## src/rtl/assert_macros.svh

```systemverilog
// Assertion helpers used by the top-level core.
// Define ASSERT_OFF to compile the checks away.
`ifndef ASSERT_MACROS_SVH
`define ASSERT_MACROS_SVH

`ifndef ASSERT_OFF
// Check on every rising edge outside reset.
`define ASSERT_RST(lbl, clk, rst_n, prop, msg) \
  lbl: assert property (@(posedge clk) disable iff (!rst_n) (prop)) else $error(msg);
// Check on every rising edge, reset included.
`define ASSERT_ALWAYS(lbl, clk, prop, msg) \
  lbl: assert property (@(posedge clk) (prop)) else $error(msg);
`else
`define ASSERT_RST(lbl, clk, rst_n, prop, msg)
`define ASSERT_ALWAYS(lbl, clk, prop, msg)
`endif

`endif

```

## src/rtl/sptrm_pkg.sv

```systemverilog
`timescale 1ns / 1ps
`default_nettype none

package sptrm_pkg;

  localparam int unsigned CMD_W     = 2;
  localparam int unsigned VAL_W     = 32;
  localparam int unsigned POS_W     = 11;
  localparam int unsigned STS_W     = 2;
  localparam int unsigned LOG_W     = 4;
  localparam int unsigned S_TDATA_W = 56;
  localparam int unsigned M_TDATA_W = 48;

  localparam logic [CMD_W-1:0] CMD_APPEND = 2'd0;
  localparam logic [CMD_W-1:0] CMD_QUERY  = 2'd1;
  localparam logic [CMD_W-1:0] CMD_CLEAR  = 2'd2;

  localparam logic [STS_W-1:0] STS_OK        = 2'd0;
  localparam logic [STS_W-1:0] STS_BAD_RANGE = 2'd1;
  localparam logic [STS_W-1:0] STS_FULL      = 2'd2;

  typedef enum logic [2:0] {
    ST_IDLE,
    ST_DECODE,
    ST_APPEND,
    ST_QRY_A,
    ST_QRY_B,
    ST_QRY_C,
    ST_FINISH
  } sptrm_state_e;

  // Commands from the controller to the datapath
  typedef struct packed {
    logic capture;
    logic decode;
    logic app_step;
    logic qry_rd_a;
    logic qry_rd_b;
    logic qry_done;
    logic out_load;
  } sptrm_cmd_t;

  // Status from the datapath to the controller
  typedef struct packed {
    logic app_go;
    logic qry_go;
    logic app_more;
    logic out_full;
  } sptrm_stat_t;

  // Index of the highest set bit; zero for a zero input
  function automatic logic [LOG_W-1:0] floor_log2(input logic [POS_W-1:0] len);
    logic [LOG_W-1:0] k;
    k = '0;
    for (int i = 0; i < int'(POS_W); i++) begin
      if (len[i]) k = LOG_W'(i);
    end
    return k;
  endfunction

  function automatic logic signed [VAL_W-1:0] max32(input logic signed [VAL_W-1:0] a,
                                                    input logic signed [VAL_W-1:0] b);
    return (a > b) ? a : b;
  endfunction

endpackage

`default_nettype wire

```

## src/rtl/sptrm_ctrl.sv

```systemverilog
`timescale 1ns / 1ps
`default_nettype none

module sptrm_ctrl (
  input  wire logic                   clk_i,
  input  wire logic                   rst_ni,
  input  wire logic                   s_tvalid_i,
  output logic                        s_tready_o,
  input  wire sptrm_pkg::sptrm_stat_t stat_i,
  output sptrm_pkg::sptrm_cmd_t       cmd_o
);

  import sptrm_pkg::*;

  sptrm_state_e state_q, state_d;

  always_ff @(posedge clk_i or negedge rst_ni) begin
    if (!rst_ni) begin
      state_q <= ST_IDLE;
    end else begin
      state_q <= state_d;
    end
  end

  always_comb begin
    state_d = state_q;
    unique case (state_q)
      ST_IDLE: begin
        if (s_tvalid_i) state_d = ST_DECODE;
      end
      ST_DECODE: begin
        if (stat_i.app_go) state_d = ST_APPEND;
        else if (stat_i.qry_go) state_d = ST_QRY_A;
        else state_d = ST_FINISH;
      end
      ST_APPEND: begin
        if (!stat_i.app_more) state_d = ST_FINISH;
      end
      ST_QRY_A: state_d = ST_QRY_B;
      ST_QRY_B: state_d = ST_QRY_C;
      ST_QRY_C: state_d = ST_FINISH;
      ST_FINISH: begin
        if (!stat_i.out_full) state_d = ST_IDLE;
      end
      default: state_d = ST_IDLE;
    endcase
  end

  always_comb begin
    s_tready_o = 1'b0;
    cmd_o      = '0;
    unique case (state_q)
      ST_IDLE: begin
        s_tready_o    = 1'b1;
        cmd_o.capture = s_tvalid_i;
      end
      ST_DECODE: cmd_o.decode   = 1'b1;
      ST_APPEND: cmd_o.app_step = 1'b1;
      ST_QRY_A:  cmd_o.qry_rd_a = 1'b1;
      ST_QRY_B:  cmd_o.qry_rd_b = 1'b1;
      ST_QRY_C:  cmd_o.qry_done = 1'b1;
      ST_FINISH: cmd_o.out_load = !stat_i.out_full;
      default: begin
        s_tready_o = 1'b0;
      end
    endcase
  end

endmodule

`default_nettype wire

```

## config.mk

```make
export PLATFORM = sky130hd
export DESIGN_NAME = sptrm_ctrl
export DESIGN_NICKNAME = d
export VERILOG_FILES = /design/src/rtl/assert_macros.svh /design/src/rtl/sptrm_pkg.sv /design/src/rtl/sptrm_ctrl.sv
export SDC_FILE = /design/constraint.sdc
export NUM_CORES = 1
export LEC_CHECK = 0
export BUFFER_PORTS_ARGS = -buffer_cell sky130_fd_sc_hd__buf_2
export CORE_AREA = 2 2 39 41
export CTS_BUF_LIST = sky130_fd_sc_hd__clkbuf_2
export CTS_CLUSTER_DIAMETER = 80
export CTS_CLUSTER_SIZE = 30
export DETAILED_ROUTE_END_ITERATION = 8
export DIE_AREA = 0 0 41 43
export SETUP_SLACK_MARGIN = 0.4
export SLEW_MARGIN = 20
export SYNTH_ARGS = -nofsm -noshare
export SYNTH_HDL_FRONTEND = slang
export SYNTH_SLANG_ARGS = --single-unit
export TNS_END_PERCENT = 10
```

## constraint.sdc

```tcl
create_clock -name clk_i -period 1.9 [get_ports clk_i]
set_clock_uncertainty 0.2 [all_clocks]
set_input_delay 0.285 -clock clk_i [delete_from_list [all_inputs] [get_ports clk_i]]
set_output_delay 0.285 -clock clk_i [all_outputs]
set_load 0.05 [all_outputs]
```

==> flow_metrics.env <==
export IMPL_reg2reg_slack_ns=0.50
export IMPL_largest_register="state_q"
export IMPL_clk_latency_ns=0.21
export IMPL_setup_tns_ns=0
export IMPL_syn_num_nets=32
export IMPL_status="completed"
export IMPL_crit_required_ns=1.41
export IMPL_cp_num_buf_inv=1
export IMPL_cp_max_fo=4
export IMPL_rows=14
export IMPL_via_per_inst=4.111
export IMPL_ff2ff_path_depth=3
export IMPL_r2r_start="state_q[2]"
export IMPL_power_density_nw_per_um2=2034
export IMPL_dr_first_iter_drc_count=12
export IMPL_floorplan_initialDensity_pct=14.92
export IMPL_worst_setup_path_end_kind="output port"
export IMPL_die_w_um=41
export IMPL_p_leak_nw=0.2101
export IMPL_numCtsBuffers=3
export IMPL_h_tree_depth=1
export IMPL_rsz0062_at_grt="yes"
export IMPL_grtUsageTotal_pct=9.548
export IMPL_largest_reg_flops=3
export IMPL_ys_warn_count=0
export IMPL_peakVddDrop_v=0.0004080
export IMPL_cp_top_family="flip-flops"
export IMPL_drv_slew=0
export IMPL_yosys_cell_types_count=16
export IMPL_wl_per_cell_um=9.651
export IMPL_hp_start="stat_i[3]"
export IMPL_avgSynthCellArea_um2=8.258
export IMPL_drc_errors=0
export IMPL_cts_num_sinks=3
export IMPL_relSlewSlack_pct=79.10
export IMPL_grt_max_degree=7
export IMPL_seq_area_frac_synth_pct=36.36
export IMPL_fin_crit_ns=1.615
export IMPL_antenna_cells=0
export IMPL_first_pass_iters=4
export IMPL_arrival_ns=1.13
export IMPL_nNetsFinal=55
export IMPL_postPlaceCellArea_um2=314.1
export IMPL_die_y_um=43
export IMPL_antenna_found_initial=0
export IMPL_setup_viol=0
export IMPL_die_area_um2=1763
export IMPL_criticalPathCategory="reg2out"
export IMPL_grt_pass1_wl_um=1055
export IMPL_worst_pin_slew_ns=0.3096
export IMPL_clock_path_buffers=2
export IMPL_gp_congestion=0.6545
export IMPL_clkTransAtPathRegs_ns=0.04
export IMPL_ys_ff_latch=3
export IMPL_hp_class="in2reg"
export IMPL_finalHoldViolCount=0
export IMPL_portBuffers=14
export IMPL_wl_um=608
export IMPL_cts_tree="yes"
export IMPL_hold_path_end="state_q[0]"
export IMPL_globalRouteOverflowTotal=0
export IMPL_netlist_instances=25
export IMPL_max_freq_mhz=619.2
export IMPL_syn2layout_area_growth_pct=100.0
export IMPL_cap_violations=0
export IMPL_grt_pass1_vias=270
export IMPL_core_um2=1384
export IMPL_top_regs="state_q (3)"
export IMPL_drtAntennaViolNets=0
export IMPL_cp_slowest_cell="dfrtp_2"
export IMPL_slowest_delay_ns=0.43
export IMPL_cts_root_buf="clkbuf_2"
export IMPL_drive_above_1_share_pct=68.09
export IMPL_io_pins=15
export IMPL_regToRegEndpoint="state_q[0]"
export IMPL_design_area_um2=412.9
export IMPL_dp_hpwl_um=476.2
export IMPL_worstSetupStartpointType="register"
export IMPL_hold_path_depth=3
export IMPL_netlist_area_um2=206.4
export IMPL_path_cells="nor3_4, and2_4, buf_8"
export IMPL_fin_crit_sh_pct=85.00
export IMPL_num_vias=259
worst max-delay path by stage:
stage / end / cells after the start / slack (ns) / start
2_1_floorplan: cmd_o[6] / 2 / 0.14 / state_q[1]
3_3_place_gp: cmd_o[6] / 3 / 0.37 / state_q[1]
3_5_place_dp: cmd_o[4] / 4 / 0.37 / state_q[0]
4_1_cts: cmd_o[6] / 3 / 0.26 / state_q[1]
5_1_grt: cmd_o[6] / 3 / 0.21 / state_q[2]
6_report: cmd_o[6] / 3 / 0.29 / state_q[1]
worst min-delay path, stage by stage:
cell,delay (ns)
buf_2,0.08
or3b_1,0.09
a21oi_1,0.06
layout make-up:
cell class / instances / area [um^2]
clock buffers: 4 / 20.02
fillers: 159 / 970.9
inverters: 2 / 7.507
multi-input cells: 20 / 147.6
flip-flops and latches: 3 / 78.83
well taps: 16 / 20.02
repair buffers: 18 / 138.9
layout by cell type, fill, tap and decap left out, types with 2 or more instances in the layout:
master	netlist	final
buf_2	0	7
buf_4	0	6
clkbuf_2	0	4
o21ai_0	3	3
buf_6	0	3
dfrtp_2	0	3
inv_2	0	2
nor2_1	3	2
and3_1	2	2
nand2_1	2	2
repair_timing:
action	4_1_cts	5_1_grt
buffers inserted	3	0
setup endpoints to repair	8	9
hold buffers	1	0
hold endpoints to repair	3	0
resized for setup	16	2
where the power goes:
group | leakage [nW] | switching, mW | internal, mW
clock | 0.0166 | 0.0342 | 0.0555
combinational | 0.160 | 0.347 | 0.235
sequential | 0.0333 | 0.0645 | 0.103
total | 0.210 | 0.446 | 0.393
synthesized netlist by cell type:
master	number	area, um^2
dfrtp_1	3	75.07
nor2_1	3	11.26
o21ai_0	3	15.01
and3_1	2	12.51
inv_1	2	7.510
nand2_1	2	7.510
a211o_1	1	8.760
a21oi_1	1	5.000
and2_1	1	6.260
and2b_1	1	7.510
and3_2	1	7.510
nand2b_4	1	13.76
nor2b_1	1	6.260
nor3_1	1	5.000
o311ai_0	1	8.760
or3b_1	1	8.760
per-layer routing:
metal | global-route usage [%] | up-vias | wire length [um]
met1 | 10.97 | 115 | 250
met5 | 0 | - | 0
met2 | 12.19 | 11 | 291
met4 | 10.00 | 0 | 0
met3 | 3.665 | 0 | 66
li1 | - | 133 | -
logic make-up (layout without fill, tap and decap cells):
kind of cell	Yosys count	after routing	share of synthesized area (%)
AND/OR/NAND/NOR	14	14	41.82
flip-flops	3	3	36.36
buffers and inverters	2	24	3.638
AO/OA/AOI/OAI	6	6	18.18
stage by stage:
step / power, mW / setup WS (ns) / hold slack [ns] / std cells / utilization [%]
6_report: 0.8396 / 0.2850 / 0.1464 / 63 / 29.84
5_1_grt: 0.9073 / 0.2086 / 0.1411 / 63 / 29.84
4_1_cts: 0.8379 / 0.2648 / 0.1328 / 63 / 29.29
3_5_place_dp: 0.6240 / 0.3724 / -0.1143 / 55 / 22.69
3_3_place_gp: 0.6240 / 0.3660 / -0.1171 / 55 / 22.69
2_1_floorplan: 0.5290 / 0.1370 / -0.2106 / 25 / -
No activity file was read; power rests on OpenSTA's default activity.
